File: config.mk
export PLATFORM = sky130hd
export DESIGN_NAME = base64_stream_encoder
export DESIGN_NICKNAME = d
export VERILOG_FILES = /design/src/rtl/core/b64e_pkg.sv /design/src/rtl/core/b64e_front.sv /design/src/rtl/core/b64e_queue.sv /design/src/rtl/core/b64e_back.sv /design/src/rtl/core/base64_stream_encoder.sv
export VERILOG_INCLUDE_DIRS = /design/src /design/src/rtl/core
export SDC_FILE = /design/constraint.sdc
export NUM_CORES = 1
export LEC_CHECK = 0
export ABC_AREA = 1
export ABC_CLOCK_PERIOD_IN_PS = 2300
export BUFFER_PORTS_ARGS = -buffer_cell sky130_fd_sc_hd__buf_2
export CAP_MARGIN = 0
export CORE_AREA = 2 2 123 125
export DETAILED_ROUTE_END_ITERATION = 7
export DIE_AREA = 0 0 125 127
export PLACE_DENSITY = 0.55
export SYNTH_ARGS = -nofsm -noshare
export SYNTH_HDL_FRONTEND = slang
export SYNTH_SLANG_ARGS = --single-unit
File: constraint.sdc
create_clock -name i_clk -period 2.3 [get_ports i_clk]
set_input_delay 0 -clock i_clk [delete_from_list [all_inputs] [get_ports i_clk]]
set_output_delay 0 -clock i_clk [all_outputs]
set_load 0.005 [all_outputs]
File: src/rtl/core/assert_macros.svh
// ---------------------------------------------------------------------------
// Assertion macros
// Shared concurrent assertion forms, clocked and gated by an active-low reset.
// ---------------------------------------------------------------------------
`ifndef ASSERT_MACROS_SVH
`define ASSERT_MACROS_SVH

`ifndef ASSERT_OFF
`define ASSERT_IMPL(label, clk, rst_n, ante, cons) \
    label: assert property (@(posedge clk) disable iff (!(rst_n)) (ante) |-> (cons)) \
        else $error("assertion failed: same-cycle implication");
`define ASSERT_NEXT(label, clk, rst_n, ante, cons) \
    label: assert property (@(posedge clk) disable iff (!(rst_n)) (ante) |=> (cons)) \
        else $error("assertion failed: next-cycle implication");
`else
`define ASSERT_IMPL(label, clk, rst_n, ante, cons)
`define ASSERT_NEXT(label, clk, rst_n, ante, cons)
`endif

`endif

File: src/rtl/core/b64e_pkg.sv
// ---------------------------------------------------------------------------
// Base64 encoder package
// Shared types, constants and the character mapping function for the stream encoder.
// ---------------------------------------------------------------------------
`timescale 1ns / 1ps

package b64e_pkg;

    localparam int FIFO_DEPTH = 2;
    localparam int PTR_W      = (FIFO_DEPTH > 1) ? $clog2(FIFO_DEPTH) : 1;
    localparam int CNT_W      = $clog2(FIFO_DEPTH + 1);

    localparam logic [7:0] PAD_CHAR = 8'h3d;

    typedef enum logic [1:0] {
        FILL_EMPTY = 2'd0,
        FILL_ONE   = 2'd1,
        FILL_TWO   = 2'd2,
        FILL_BAD   = 2'd3
    } t_fill;

    typedef struct packed {
        logic [23:0] bytes;
        logic [1:0]  pads;
        logic        final_grp;
    } t_group;

    typedef struct packed {
        logic full;
        logic empty;
    } t_q_stat;

    function automatic logic [7:0] enc_char(input logic [5:0] idx);
        logic [7:0] c;
        logic [7:0] wide;
        wide = {2'b00, idx};
        priority if (idx < 6'd26) begin
            c = 8'h41 + wide;
        end else if (idx < 6'd52) begin
            c = 8'h61 + wide - 8'd26;
        end else if (idx < 6'd62) begin
            c = 8'h30 + wide - 8'd52;
        end else if (idx == 6'd62) begin
            c = 8'h2b;
        end else begin
            c = 8'h2f;
        end
        return c;
    endfunction

endpackage

File: src/rtl/core/b64e_front.sv
// ---------------------------------------------------------------------------
// Base64 encoder front end
// Gathers bytes into groups of three and pushes each closed group to the queue.
// ---------------------------------------------------------------------------
`timescale 1ns / 1ps

module b64e_front (
    input  logic              i_clk,
    input  logic              i_rst_n,
    input  logic              i_valid,
    input  logic [7:0]        i_byte,
    input  logic              i_last,
    output logic              o_ready,
    input  b64e_pkg::t_q_stat i_q_stat,
    output logic              o_push,
    output b64e_pkg::t_group  o_group,
    output b64e_pkg::t_fill   o_fill
);

    b64e_pkg::t_fill r_fill, n_fill;
    logic [15:0]     r_held, n_held;
    logic            w_acc;

    assign o_ready = !i_q_stat.full;
    assign w_acc   = i_valid && o_ready;
    assign o_fill  = r_fill;

    always_comb begin
        n_fill  = r_fill;
        n_held  = r_held;
        o_push  = 1'b0;
        o_group = '0;
        unique case (r_fill)
            b64e_pkg::FILL_EMPTY: begin
                o_group.bytes = {i_byte, 16'h0000};
                o_group.pads  = 2'd2;
            end
            b64e_pkg::FILL_ONE: begin
                o_group.bytes = {r_held[15:8], i_byte, 8'h00};
                o_group.pads  = 2'd1;
            end
            default: begin
                o_group.bytes = {r_held, i_byte};
                o_group.pads  = 2'd0;
            end
        endcase
        o_group.final_grp = i_last;
        if (w_acc) begin
            if (i_last || r_fill == b64e_pkg::FILL_TWO || r_fill == b64e_pkg::FILL_BAD) begin
                o_push = 1'b1;
                n_fill = b64e_pkg::FILL_EMPTY;
                n_held = '0;
            end else if (r_fill == b64e_pkg::FILL_EMPTY) begin
                n_fill = b64e_pkg::FILL_ONE;
                n_held = {i_byte, 8'h00};
            end else begin
                n_fill = b64e_pkg::FILL_TWO;
                n_held = {r_held[15:8], i_byte};
            end
        end
    end

    always_ff @(posedge i_clk) begin
        if (!i_rst_n) begin
            r_fill <= b64e_pkg::FILL_EMPTY;
            r_held <= '0;
        end else begin
            r_fill <= n_fill;
            r_held <= n_held;
        end
    end

endmodule

File: src/rtl/core/b64e_queue.sv
// ---------------------------------------------------------------------------
// Base64 encoder group queue
// Short first-in first-out queue of closed groups between front and back end.
// ---------------------------------------------------------------------------
`timescale 1ns / 1ps

module b64e_queue (
    input  logic              i_clk,
    input  logic              i_rst_n,
    input  logic              i_push,
    input  b64e_pkg::t_group  i_group,
    input  logic              i_pop,
    output b64e_pkg::t_group  o_head,
    output b64e_pkg::t_q_stat o_stat
);

    b64e_pkg::t_group                 r_mem [b64e_pkg::FIFO_DEPTH];
    logic [b64e_pkg::PTR_W-1:0]       r_wr_ptr, r_rd_ptr;
    logic [b64e_pkg::CNT_W-1:0]       r_count;
    logic                             w_wr, w_rd;

    assign o_stat.full  = (r_count == b64e_pkg::CNT_W'(b64e_pkg::FIFO_DEPTH));
    assign o_stat.empty = (r_count == '0);
    assign o_head       = r_mem[r_rd_ptr];
    assign w_wr         = i_push && !o_stat.full;
    assign w_rd         = i_pop && !o_stat.empty;

    function automatic logic [b64e_pkg::PTR_W-1:0] ptr_inc(
        input logic [b64e_pkg::PTR_W-1:0] p
    );
        logic [b64e_pkg::PTR_W-1:0] r;
        if (p == b64e_pkg::PTR_W'(b64e_pkg::FIFO_DEPTH - 1)) begin
            r = '0;
        end else begin
            r = p + 1'b1;
        end
        return r;
    endfunction

    always_ff @(posedge i_clk) begin
        if (w_wr) begin
            r_mem[r_wr_ptr] <= i_group;
        end
    end

    always_ff @(posedge i_clk) begin
        if (!i_rst_n) begin
            r_wr_ptr <= '0;
            r_rd_ptr <= '0;
            r_count  <= '0;
        end else begin
            if (w_wr) begin
                r_wr_ptr <= ptr_inc(r_wr_ptr);
            end
            if (w_rd) begin
                r_rd_ptr <= ptr_inc(r_rd_ptr);
            end
            if (w_wr && !w_rd) begin
                r_count <= r_count + 1'b1;
            end else if (w_rd && !w_wr) begin
                r_count <= r_count - 1'b1;
            end
        end
    end

endmodule

File: src/rtl/core/b64e_back.sv
// ---------------------------------------------------------------------------
// Base64 encoder back end
// Expands one queued group into four characters through a registered output.
// ---------------------------------------------------------------------------
`timescale 1ns / 1ps

module b64e_back (
    input  logic              i_clk,
    input  logic              i_rst_n,
    input  b64e_pkg::t_group  i_head,
    input  b64e_pkg::t_q_stat i_q_stat,
    output logic              o_pop,
    output logic              o_valid,
    output logic [7:0]        o_char,
    output logic              o_last,
    input  logic              i_ready
);

    b64e_pkg::t_group r_cur;
    logic [1:0]       r_pos;
    logic             r_busy;
    logic             r_out_valid;
    logic [7:0]       r_out_char;
    logic             r_out_last;

    logic             w_adv;
    logic             w_done;
    logic [5:0]       w_idx;
    logic [2:0]       w_sum;
    logic [7:0]       w_char;

    assign w_adv  = !r_out_valid || i_ready;
    assign w_done = w_adv && r_busy && (r_pos == 2'd3);
    assign o_pop  = !i_q_stat.empty && (!r_busy || w_done);

    always_comb begin
        unique case (r_pos)
            2'd0:    w_idx = r_cur.bytes[23:18];
            2'd1:    w_idx = r_cur.bytes[17:12];
            2'd2:    w_idx = r_cur.bytes[11:6];
            default: w_idx = r_cur.bytes[5:0];
        endcase
        w_sum  = {1'b0, r_pos} + {1'b0, r_cur.pads};
        w_char = (w_sum > 3'd3) ? b64e_pkg::PAD_CHAR : b64e_pkg::enc_char(w_idx);
    end

    always_ff @(posedge i_clk) begin
        if (w_adv && r_busy) begin
            r_out_char <= w_char;
            r_out_last <= r_cur.final_grp && (r_pos == 2'd3);
        end
        if (o_pop) begin
            r_cur <= i_head;
        end
    end

    always_ff @(posedge i_clk) begin
        if (!i_rst_n) begin
            r_busy      <= 1'b0;
            r_pos       <= '0;
            r_out_valid <= 1'b0;
        end else begin
            if (w_adv) begin
                r_out_valid <= r_busy;
            end
            if (o_pop) begin
                r_busy <= 1'b1;
                r_pos  <= '0;
            end else if (w_done) begin
                r_busy <= 1'b0;
                r_pos  <= '0;
            end else if (w_adv && r_busy) begin
                r_pos  <= r_pos + 1'b1;
            end
        end
    end

    assign o_valid = r_out_valid;
    assign o_char  = r_out_char;
    assign o_last  = r_out_last;

endmodule

File: src/rtl/core/base64_stream_encoder.sv
// Path: with the back end idle, a closing byte's group passes the queue memory and the
// back end's current-group register before its first character reaches the output register;
// earlier groups or a stalled output delay it further.
// Throughput: one character per cycle at the output register while it is not stalled and groups
// are queued, four per group; bytes enter one per cycle while the two-entry group queue has room.
// Reset: synchronous, active low; clears the gathered bytes, queue and output valid.
// ---------------------------------------------------------------------------
// Base64 stream encoder
// Byte stream in, base64 character stream out, '=' padding on the final group.
// ---------------------------------------------------------------------------
`timescale 1ns / 1ps
`include "assert_macros.svh"

module base64_stream_encoder (
    input  logic       i_clk,
    input  logic       i_rst_n,
    input  logic       s_axis_tvalid,
    output logic       s_axis_tready,
    input  logic [7:0] s_axis_tdata,   // [7:0] data_byte
    input  logic       s_axis_tlast,
    output logic       m_axis_tvalid,
    input  logic       m_axis_tready,
    output logic [7:0] m_axis_tdata,   // [7:0] out_char
    output logic       m_axis_tlast
);

    b64e_pkg::t_q_stat w_q_stat;
    b64e_pkg::t_group  w_group;
    b64e_pkg::t_group  w_head;
    b64e_pkg::t_fill   w_fill;
    logic              w_push;
    logic              w_pop;
    logic              w_final_push;

    assign w_final_push = w_push && w_group.final_grp;

    b64e_front u_front (
        .i_clk    (i_clk),
        .i_rst_n  (i_rst_n),
        .i_valid  (s_axis_tvalid),
        .i_byte   (s_axis_tdata),
        .i_last   (s_axis_tlast),
        .o_ready  (s_axis_tready),
        .i_q_stat (w_q_stat),
        .o_push   (w_push),
        .o_group  (w_group),
        .o_fill   (w_fill)
    );

    b64e_queue u_queue (
        .i_clk   (i_clk),
        .i_rst_n (i_rst_n),
        .i_push  (w_push),
        .i_group (w_group),
        .i_pop   (w_pop),
        .o_head  (w_head),
        .o_stat  (w_q_stat)
    );

    b64e_back u_back (
        .i_clk    (i_clk),
        .i_rst_n  (i_rst_n),
        .i_head   (w_head),
        .i_q_stat (w_q_stat),
        .o_pop    (w_pop),
        .o_valid  (m_axis_tvalid),
        .o_char   (m_axis_tdata),
        .o_last   (m_axis_tlast),
        .i_ready  (m_axis_tready)
    );

    `ASSERT_IMPL(a_no_push_full, i_clk, i_rst_n, w_push, !w_q_stat.full)
    `ASSERT_IMPL(a_no_pop_empty, i_clk, i_rst_n, w_pop, !w_q_stat.empty)
    `ASSERT_NEXT(a_final_clears, i_clk, i_rst_n, w_final_push, w_fill == b64e_pkg::FILL_EMPTY)

endmodule
==> results of run 1 <==
-- metal layers --
| layer | vias up | part of all wire, % | track usage [%] |
|---|---|---|---|
| li1 | 1731 | - | - |
| met1 | 1526 | 46 | 15.8 |
| met4 | 0 | 1.5 | 5.49 |
| met2 | 63 | 49 | 22.0 |
| met3 | 18 | 4.0 | 4.15 |
| met5 | - | 0 | 0 |
-- registers in the layout (all words and copies together), names as in the netlist --
name	cells
u_front.r_held	16
u_back.r_cur	27
u_queue.r_count	2
u_queue.r_wr_ptr	1
u_front.o_fill	2
u_queue.r_mem	54
u_back.o_char	8
u_back.o_last	1
u_back.o_valid	1
u_back.r_pos	2
u_back.r_busy	1
u_queue.r_rd_ptr	1
-- layout make-up --
type / count / share of cell area (%)
clock buffers: 18 / 6.96
clock inverters: 14 / 2.60
inverters: 58 / 3.53
multi-input cells: 300 / 24.9
flip-flops and latches: 116 / 52.3
well taps: 184 / 3.73
repair buffers: 48 / 5.97
-- worst paths after layout --
| check | end |
|---|---|
| max | u_back.o_char[4] |
| min | u_queue.r_wr_ptr |
| max reg2reg | u_back.o_char[4] |
| min reg2reg | u_front.r_held[9] |
-- layout by cell type, fill, tap and decap left out, types with 2 or more instances in the layout --
cell type      synthesis  routed
edfxtp_1              90      90
dlygate4sd3_1          0      11
o21ai_1                4       4
buf_4                  0      11
clkinvlp_4             0       4
clkinv_2               0       3
buf_12                 0       3
ha_2                   0       3
nand3_2                2       2
buf_2                  3      23
nand2_2                5       5
clkinv_1               0       2
a21oi_1               10      10
bufinv_16              0       3
ha_1                  11       7
o21bai_4               2       2
nand3_1               12      12
nor2_2                 1       3
clkbuf_16              0      17
dfxtp_1               26      24
o21ai_0               23      23
nand2_1              165     165
dfxtp_2                0       2
a32oi_1                8       8
nor2_1                29      27
o22ai_1                9       8
inv_2                  4       5
xor2_1                 2       2
inv_1                 54      53
o31ai_1                2       2
or2_2                  2       2
-- worst max-delay path, cell delays in order, from the launching register on --
cell	delay, ns
dfxtp_2	0.35
ha_1	0.22
inv_2	0.16
nor2_1	0.06
o21bai_4	0.17
inv_1	0.11
ha_2	0.24
inv_1	0.06
nor2_1	0.12
nand3_2	0.11
nand3_1	0.08
o21ai_0	0.07
nand2_1	0.06
nand2_1	0.04
-- cells by family after synthesis --
group | count (synthesis) | share of synthesized area, %
AND/OR/NAND/NOR | 223 | 18.4
flip-flops | 116 | 64.4
buffers and inverters | 71 | 5.55
AO/OA/AOI/OAI | 64 | 8.58
adder cells (fa/ha/maj) | 11 | 2.75
XOR/XNOR | 2 | 0.350
-- per-stage QoR --
step                hold WS [ns]  worst slack, ns  total power, mW  instance area, um2
finish                    0.0353            0.192             8.20                6170
global route              0.0628           0.0134             8.75                6170
CTS                       0.0246           0.0115             8.25                6140
detailed placement         0.248           0.0284             5.61                5440
global placement           0.249            0.107             5.56                5440
floorplan                 0.0989            0.159             4.78                5010
-- power by group --
part / internal (mW) / switching, mW / leakage [nW] / total [mW]
sequential: 2.94 / 0.182 / 1.06 / 3.12
clock: 1.69 / 0.916 / 0.277 / 2.60
combinational: 0.895 / 1.58 / 1.25 / 2.47
-- what timing repair did --
item                       CTS  global route
hold buffers                11             0
gates resized for setup      0             9
setup endpoints to repair    0             8
hold endpoints to repair    50             0
==> metrics, run 1 <==
initial cell density of the core 34.7%; Congestion Overflow GR 0; CTS buffer count 17; post-synthesis average cell area 10.3 um2; Worst R2R Start u_back.r_pos[0]; area used by multi-input combinational logic 1540 um2; Synth cell types 37; layout cells sized above 1 18.2%; all-layer global routing usage 13.1%; WS Path Type reg2reg; worst-path fanout max 12; # DRC 0; r2r setup slk 0.19 ns; RePlAce Congestion 0.948; setup violators final 0; htree depth 4; CTS tree built; router iterations before antenna repair 4; fin crit period 2.11 ns; asr flop ratio synth 0%; Max Slew Vio Count 0; Die Width 125 um; DPL Wire Length 6850 um; status finished clean; Layout Skew 0.00499 ns; relative slew slack 54.3%; core box area 14,400 um2; boundary pin count 24; FMAX 474 MHz; number of cells on the worst reg-to-reg path 13; Tcrit/Tclk final 91.7%; register area 3230 um2; initial antenna violation count 0; leading post-synthesis cells by cell area edfxtp_1 (54%), nand2_1 (12%), dfxtp_1 (10%); wire per inst 13.3 um; Post-Syn Area 5000 um2; Worst Setup SP u_back.r_pos[0]; post-route insts no fill 738; Die ar. 15,900 um2; RSZ-0062 raised after global routing no; Syn Inst Count 487; leakage power 2.58 nW; top post-synthesis cells by count nand2_1 (165), edfxtp_1 (90), inv_1 (54), nor2_1 (29), dfxtp_1 (26); first-pass GRT wire length 16,200 um; initial drt markers 262; routed vias/inst 4.52; Port-buffer cells 23; ys flop type edfxtp_1; Seq/Total Area, Yosys 64.4%; post-synthesis net count 511; Final ANT Viol Nets 0; clk_lat worst skew 0.41 ns; Yosys reg bits 116; final setup TNS 0 ns; largest net degree at the start of global routing 29; dpl cells 695; fillcell total 1,402; Worst Hold Class in2reg; Max Cap Viol 0; FP Rows 44; critical path data arrival time 2.28 ns; Root Driver clkbuf_16; Critical Path Source Type flop; worst vdd ir 0.000774 V; Yosys warning count 0; CP required 2.47 ns; P per Cell Area 1330 nW/um2; area delta synth->final 23.2%; vias in the first global route 3,196; ant diodes 0; detailed-route via count 3,338; Post-CTS Setup Repair Bufs 0; leading area contributor after synthesis edfxtp_1; Die H 127 um; CTS clk-pin slew, worst paths 0.05 ns; Max clock buf depth 2; Post-synth EDFFs 90; final WL 9840 um; share of the synthesized area in the top cell type 54.0%; top-count cell post-synth nand2_1; # clock sinks 116; WHS Path Cells 5; Crit. End Element flop; nets@finish 565; Worst-Margin Slew 0.685 ns; hold path startpoint s_axis_tvalid; Final Hold Viols 0; final core occ 42.7%
Power figures use the tool's default switching activity.
==> run 2: changes to the inputs <==
- ABC_AREA: 1 -> default
- CORE_AREA: 2 2 123 125 -> 2 2 122 124
- DIE_AREA: 0 0 125 127 -> 0 0 124 126
==> run 2 against run 1 <==
The flow now finishes with violations (setup timing). Wire length grew 1.4%. Design area rose by 4.4%. Clock skew is 0.0048 ns higher. Combinational power grew 16%. Cell count fell by 16%. Clock power grew 7%. Non-clock buffer count up 27. Maximum frequency down 9.8%. Largest cell class unchanged.
==> metrics, run 2 <==
status finished, violations left (was finished clean); violated checks setup timing; RR Endpoint u_back.o_char[4] (unchanged); WHS Path Cells 3 (was 5); compound-cell area share of the yosys netlist 11.0% (was 8.58%); initial cell density of the core 34.3% (was 34.7%); wire per inst 16.2 um (was 13.3 um); worst vdd ir 0.000590 V (was 0.000774 V); hold path startpoint s_axis_tdata[5] (was s_axis_tvalid); max reg flops 54 (unchanged); hold-critical path endpoint u_front.r_held[13] (was u_queue.r_wr_ptr); Worst-Margin Slew 0.639 ns (was 0.685 ns); all-layer global routing usage 13.8% (was 13.1%); nets@finish 444 (was 565); crit path max-delay cell type dfxtp_4 (was dfxtp_2); CP max stage delay 0.38 ns (was 0.35 ns); initial drt markers 149 (was 262); final setup TNS -0.131 ns (was 0 ns); commonest non-fill, non-tap cell in the layout edfxtp_1 (was nand2_1); WS Path Type reg2reg (unchanged); Max clock buf depth 2 (unchanged); PnR Total Power 8.68 mW (was 8.20 mW); Simple-Gate Fraction of Synth Area 7.13% (was 18.4%); # clock sinks 116 (unchanged); core box area 14,300 um2 (was 14,400 um2); final core occ 45.0% (was 42.7%); post-synthesis average cell area 14.5 um2 (was 10.3 um2); biggest regs u_queue.r_mem: 54 flops, u_back.r_cur: 27 flops, u_front.r_held: 16 flops (unchanged); leading post-synthesis cells by cell area edfxtp_1 (55%), dfxtp_1 (11%), mux2_2 (9.2%) (was edfxtp_1 (54%), nand2_1 (12%), dfxtp_1 (10%)); Post-Syn Area 4910 um2 (was 5000 um2); ant diodes 0 (unchanged); largest family of logic cells by synthesized area compound AO/OA/AOI/OAI gates (was simple AND/OR/NAND/NOR gates); detailed-route via count 3,021 (was 3,338); Critical Path Source Type flop (unchanged); Die ar. 15,600 um2 (was 15,900 um2); asr flop ratio synth 0% (unchanged); share of the synthesized area in the top cell type 55.0% (was 54.0%); top post-synthesis cells by count edfxtp_1 (90), mux2_2 (40), dfxtp_1 (26), nor2_1 (23), a22o_1 (16) (was nand2_1 (165), edfxtp_1 (90), inv_1 (54), nor2_1 (29), dfxtp_1 (26)); leading area contributor after synthesis edfxtp_1 (unchanged); ys flop type edfxtp_1 (unchanged); largest net degree at the start of global routing 29 (unchanged); Crit. End Element flop (unchanged); Tcrit/Tclk final 102% (was 91.7%); Port-buffer cells 23 (unchanged); Seq/Total Area, Yosys 65.6% (was 64.4%); post-route insts no fill 617 (was 738); Largest Register u_queue.r_mem (unchanged); Max Slew Vio Count 0 (unchanged); Worst Path Buf+Inv 0 (was 3); Die Width 124 um (was 125 um); first-pass GRT wire length 16,100 um (was 16,200 um); initial antenna violation count 0 (unchanged); Die H 126 um (was 127 um); crit-path cells ha_2 > mux2_4 > ha_4 > and3b_1 > a311oi_2 > o22ai_1 > a22oi_2 > o21ai_1 (was ha_1 > inv_2 > nor2_1 > o21bai_4 > inv_1 > ha_2 > inv_1 > nor2_1 > nand3_2 > nand3_1 > o21ai_0 > nand2_1 > nand2_1); FP Rows 44 (unchanged); Max Cap Viol 0 (unchanged); final WL 9980 um (was 9840 um); clk_lat worst skew 0.42 ns (was 0.41 ns); post-synthesis net count 362 (was 511); Congestion Overflow GR 0 (unchanged); mux contribution to synthesized area 10.1% (was 0%); layout cells sized above 1 38.8% (was 18.2%); Worst Setup SP u_back.r_pos[1] (was u_back.r_pos[0]); Final Hold Viols 0 (unchanged); Adder-Cell Fraction of Synth Area 2.80% (was 2.75%); boundary pin count 24 (unchanged); CTS clk-pin slew, worst paths 0.06 ns (was 0.05 ns); worst-path fanout max 7 (was 12); CTS buffer count 17 (unchanged); DPL Wire Length 6540 um (was 6850 um); number of cells on the worst reg-to-reg path 8 (was 13); Synth cell types 55 (was 37); htree depth 4 (unchanged); cell family contributing the most delay on the critical path compound AO/OA/AOI/OAI gates (was simple AND/OR/NAND/NOR gates); top-count cell post-synth edfxtp_1 (was nand2_1); area delta synth->final 31.1% (was 23.2%); CTS tree built (unchanged); relative slew slack 57.2% (was 54.3%); setup violators final 4 (was 0); Syn Inst Count 338 (was 487); most frequent cells in the layout edfxtp_1 (90), mux2_2 (37), buf_4 (35) (was nand2_1 (165), edfxtp_1 (90), inv_1 (53)); Worst Hold Class in2reg (unchanged); dpl cells 569 (was 695); critical path data arrival time 2.49 ns (was 2.28 ns); vias in the first global route 3,120 (was 3,196); Final ANT Viol Nets 0 (unchanged); RSZ-0062 raised after global routing yes (was no); leakage power 2.39 nW (was 2.58 nW); # DRC 0 (unchanged); RePlAce Congestion 0.812 (was 0.948); Post-synth EDFFs 90 (unchanged); CP required 2.45 ns (was 2.47 ns); Layout Skew 0.00977 ns (was 0.00499 ns); router iterations before antenna repair 4 (unchanged); Yosys reg bits 116 (unchanged); Worst R2R Start u_back.r_pos[1] (was u_back.r_pos[0]); routed vias/inst 4.90 (was 4.52); hold_ws 0.390 ns (was 0.0353 ns); Post-Synth XOR/XNOR Area 1.07% (was 0.350%); r2r setup slk -0.04 ns (was 0.19 ns); Root Driver clkbuf_16 (unchanged); FMAX 428 MHz (was 474 MHz); Yosys warning count 0 (unchanged); fin crit period 2.34 ns (was 2.11 ns); final worst slack -0.0386 ns (was 0.192 ns); P per Cell Area 1350 nW/um2 (was 1330 nW/um2)
-- run 2: how the worst max path moves through the flow --
stage | endpoint | cells after the start | slack (ns)
5_1_grt | u_back.o_char[4] | 10 | -0.15
4_1_cts | u_back.o_char[4] | 10 | -0.04
2_1_floorplan | u_back.o_char[3] | 9 | -0.07
6_report | u_back.o_char[4] | 8 | -0.04
3_5_place_dp | u_back.o_char[4] | 8 | -0.11
3_3_place_gp | u_back.o_char[4] | 8 | -0.05
-- run 2: worst min-delay path, stage by stage --
cell           delay, ns
dlygate4sd3_1       0.51
buf_2               0.14
a22o_1              0.12
-- run 2: area by class of cell --
class	count	area (um2)
clock inverter	15	195
tap	184	230
multi-input combinational	194	1710
inverter	16	72.6
sequential	116	3230
clock buffer	17	425
fill	1295	7870
timing repair buffer	75	581
-- run 2: per-stage QoR --
stage | setup WS [ns] | instance area, um2
3_5_place_dp | -0.114 | 5590
3_3_place_gp | -0.0505 | 5590
5_1_grt | -0.147 | 6440
4_1_cts | -0.0393 | 6400
2_1_floorplan | -0.0699 | 4990
6_report | -0.0386 | 6440
-- run 2: what timing repair did --
item / 4_1_cts / 5_1_grt
endpoints found under the hold margin: 61 / 0
setup buffers: 3 / 1
setup endpoints to repair: 6 / 8
pin swaps: 8 / 4
resized for setup: 10 / 8
hold buffers: 12 / 0
-- run 2: where the power goes --
| part | internal [mW] | switching, mW |
|---|---|---|
| sequential | 2.88 | 0.161 |
| clock | 1.74 | 1.05 |
| combinational | 1.41 | 1.44 |
| total | 6.03 | 2.65 |
-- run 2: routing by layer --
metal	wire, um	track usage (%)
met5	0	0
met4	117	5.22
met3	335	4.80
met2	4790	21.8
met1	4740	17.5
-- run 2: cell families (layout without fill, tap and decap cells) --
logic type,after synthesis,in the layout
AOI/OAI and AO/OA,68,68
xor gates and xnor gates,6,6
and+or+nand+nor,65,65
adders and majority gates,11,11
muxes,44,44
buffers and inverters,28,123
DFF,116,116
==> run 3: changes to the inputs <==
--- a/config.mk
+++ b/config.mk
@@ -13,4 +13,5 @@
 export DETAILED_ROUTE_END_ITERATION = 7
 export DIE_AREA = 0 0 124 126
+export HOLD_SLACK_MARGIN = 0.05
 export PLACE_DENSITY = 0.55
 export SYNTH_ARGS = -nofsm -noshare
==> constraint.sdc (replaced) <==
create_clock -name i_clk -period 2.3 [get_ports i_clk]
set_input_delay 0.46 -clock i_clk [delete_from_list [all_inputs] [get_ports i_clk]]
set_output_delay 0.46 -clock i_clk [all_outputs]
set_load 0.005 [all_outputs]
==> run 3 against run 2 <==
The run still ends with setup timing left. Flip-flop and latch count is the same. Critical path depth unchanged. First-iteration DRC count grew 5.4%. Global-route usage grew 0.14 points. Worst setup slack worse by 0.11 ns. Design area shrank 0.54%. Non-clock buffer count down 12. Register-to-register slack got worse by 0.11 ns. Via count stayed put. Die area unchanged. Largest cell class unchanged.
==> metrics, run 3 (synthesis gave the netlist of run 2 again) <==
area delta synth->final 30.4% (was 31.1%); most frequent CP cell buf_4; post-route insts no fill 605 (was 617); met2 Use GR 21.0% (was 21.8%); area used by multi-input combinational logic 1760 um2 (was 1710 um2); Die Width 124 um (unchanged); met3 usage 4.26% (was 4.80%); Tcrit/Tclk final 106% (was 102%); initial drt markers 157 (was 149); max reg flops 54 (unchanged); all-layer global routing usage 14.0% (was 13.8%); Max Cap Viol 0 (unchanged); leakage power 2.37 nW (was 2.39 nW); Worst-Margin Slew 0.613 ns (was 0.639 ns); CP max stage delay 0.40 ns (was 0.38 ns); hold_ws 0.318 ns (was 0.390 ns); Die ar. 15,600 um2 (unchanged); fillcell total 1,283 (was 1,295); most frequent cells in the layout edfxtp_1 (90), mux2_2 (35), buf_4 (32) (was edfxtp_1 (90), mux2_2 (37), buf_4 (35)); Final ANT Viol Nets 0 (unchanged); Layout Skew 0.00733 ns (was 0.00977 ns); DPL Wire Length 6630 um (was 6540 um); crit-path cells buf_4 > ha_4 > mux2_4 > inv_4 > buf_4 > nand3_1 > or3_1 > a311o_1 (was ha_2 > mux2_4 > ha_4 > and3b_1 > a311oi_2 > o22ai_1 > a22oi_2 > o21ai_1); Max Slew Vio Count 0 (unchanged); Port-buffer cells 23 (unchanged); fin area 6400 um2 (was 6440 um2); htree depth 4 (unchanged); biggest regs u_queue.r_mem: 54 flops, u_back.r_cur: 27 flops, u_front.r_held: 16 flops (unchanged); Worst Hold Class in2reg (unchanged); routed vias/inst 4.99 (was 4.90); layout cells sized above 1 40.1% (was 38.8%); nets@finish 432 (was 444); # DRC 0 (unchanged); dpl cells 568 (was 569); initial antenna violation count 0 (unchanged); RSZ-0062 raised after global routing yes (unchanged); # clock sinks 116 (unchanged); router iterations before antenna repair 4 (unchanged); boundary pin count 24 (unchanged); Crit. End Element flop (unchanged); Post-CTS Hold Buffers 0 (was 12); grt peak-use layer met2 (unchanged); violated checks setup timing (unchanged); commonest non-fill, non-tap cell in the layout edfxtp_1 (unchanged); CTS buffer count 17 (unchanged); crit path max-delay cell type or3_1 (was dfxtp_4); FP Rows 44 (unchanged); Worst Path Buf+Inv 3 (was 0); initial cell density of the core 34.3% (unchanged); fin crit period 2.44 ns (was 2.34 ns); relative slew slack 58.9% (was 57.2%); worst-path fanout max 10 (was 7); ant diodes 0 (unchanged); Final Hold Viols 0 (unchanged); Max clock buf depth 2 (unchanged); register area 3230 um2 (unchanged); vias in the first global route 3,055 (was 3,120); WS Path Type reg2reg (unchanged); setup violators final 4 (unchanged); first-pass GRT wire length 16,200 um (was 16,100 um); clk_lat worst skew 0.41 ns (was 0.42 ns); worst vdd ir 0.000618 V (was 0.000590 V); wire per inst 16.5 um (was 16.2 um); Die H 126 um (unchanged); Largest Register u_queue.r_mem (unchanged); cell family contributing the most delay on the critical path simple AND/OR/NAND/NOR gates (was compound AO/OA/AOI/OAI gates); core box area 14,300 um2 (unchanged); FMAX 409 MHz (was 428 MHz); Critical Path Source Type flop (unchanged); CP required 2.45 ns (about the same); final worst slack -0.144 ns (was -0.0386 ns); met1 GRT Util 18.0% (was 17.5%); final WL 9960 um (was 9980 um); RePlAce Congestion 0.792 (was 0.812); DP Area 5580 um2 (was 5590 um2); largest net degree at the start of global routing 29 (unchanged); PnR Total Power 8.80 mW (was 8.68 mW); detailed-route via count 3,021 (unchanged); status finished, violations left (unchanged); Root Driver clkbuf_16 (unchanged); Congestion Overflow GR 0 (unchanged); CTS tree built (unchanged); P per Cell Area 1370 nW/um2 (was 1350 nW/um2); critical path data arrival time 2.60 ns (was 2.49 ns); CTS clk-pin slew, worst paths 0.05 ns (was 0.06 ns); Place WS -0.114 ns (about the same)
## run 3: cell count changes in the layout (fill, tap and decap cells not counted), moves of 3 or more
cell / before / now
buf_4: 35 / 32
clkbuf_1: 0 / 3
clkbuf_16: 17 / 20
clkbuf_8: 0 / 4
dlygate4sd3_1: 12 / 0
inv_6: 6 / 1
## run 3: layer usage
| metal | part of all wire [%] | routed length [um] | vias up |
|---|---|---|---|
| met3 | 4.4 | 440 | 21 |
| li1 | - | - | 1452 |
| met2 | 47 | 4730 | 79 |
| met1 | 46 | 4540 | 1469 |
| met5 | 0 | 0 | - |
| met4 | 2.6 | 259 | 0 |
## run 3: report_power, final
part,internal (mW),switching (mW)
logic,1.53,1.54
clock network,1.80,0.880
registers,2.88,0.167
## run 3: path summary, 6_finish.rpt
kind                                          from            endpoint  slack [ns]  depth (start not counted)
worst max-delay path               u_back.r_pos[0]    u_back.o_char[5]       -0.14                          8
worst min-delay path               s_axis_tdata[0]   u_front.r_held[8]        0.32                          2
worst max register to register     u_back.r_pos[0]    u_back.o_char[5]       -0.14                          8
worst min register to register  u_front.r_held[10]  u_front.r_held[10]        0.48                          1
## run 3: cell type report
cell class,count,share of cell area [%]
multi-input cells,194,27.5
inverters,16,1.17
well taps,184,3.59
flip-flops and latches,116,50.4
repair buffers,63,7.64
clock inverters,5,0.840
clock buffers,27,8.85
## run 3: per-stage QoR
step / setup TNS (ns) / util, %
6_report: -0.404 / 44.7
3_3_place_gp: -0.199 / 39.0
5_1_grt: -1.04 / 44.7
3_5_place_dp: -0.408 / 39.0
4_1_cts: -0.161 / 44.6
2_1_floorplan: -0.122 / -
## run 3: repair_timing
item / 4_1_cts / 5_1_grt
pin swaps: 17 / 8
buffers inserted: 7 / 0
setup endpoints to repair: 7 / 9
resized for setup: 22 / 7
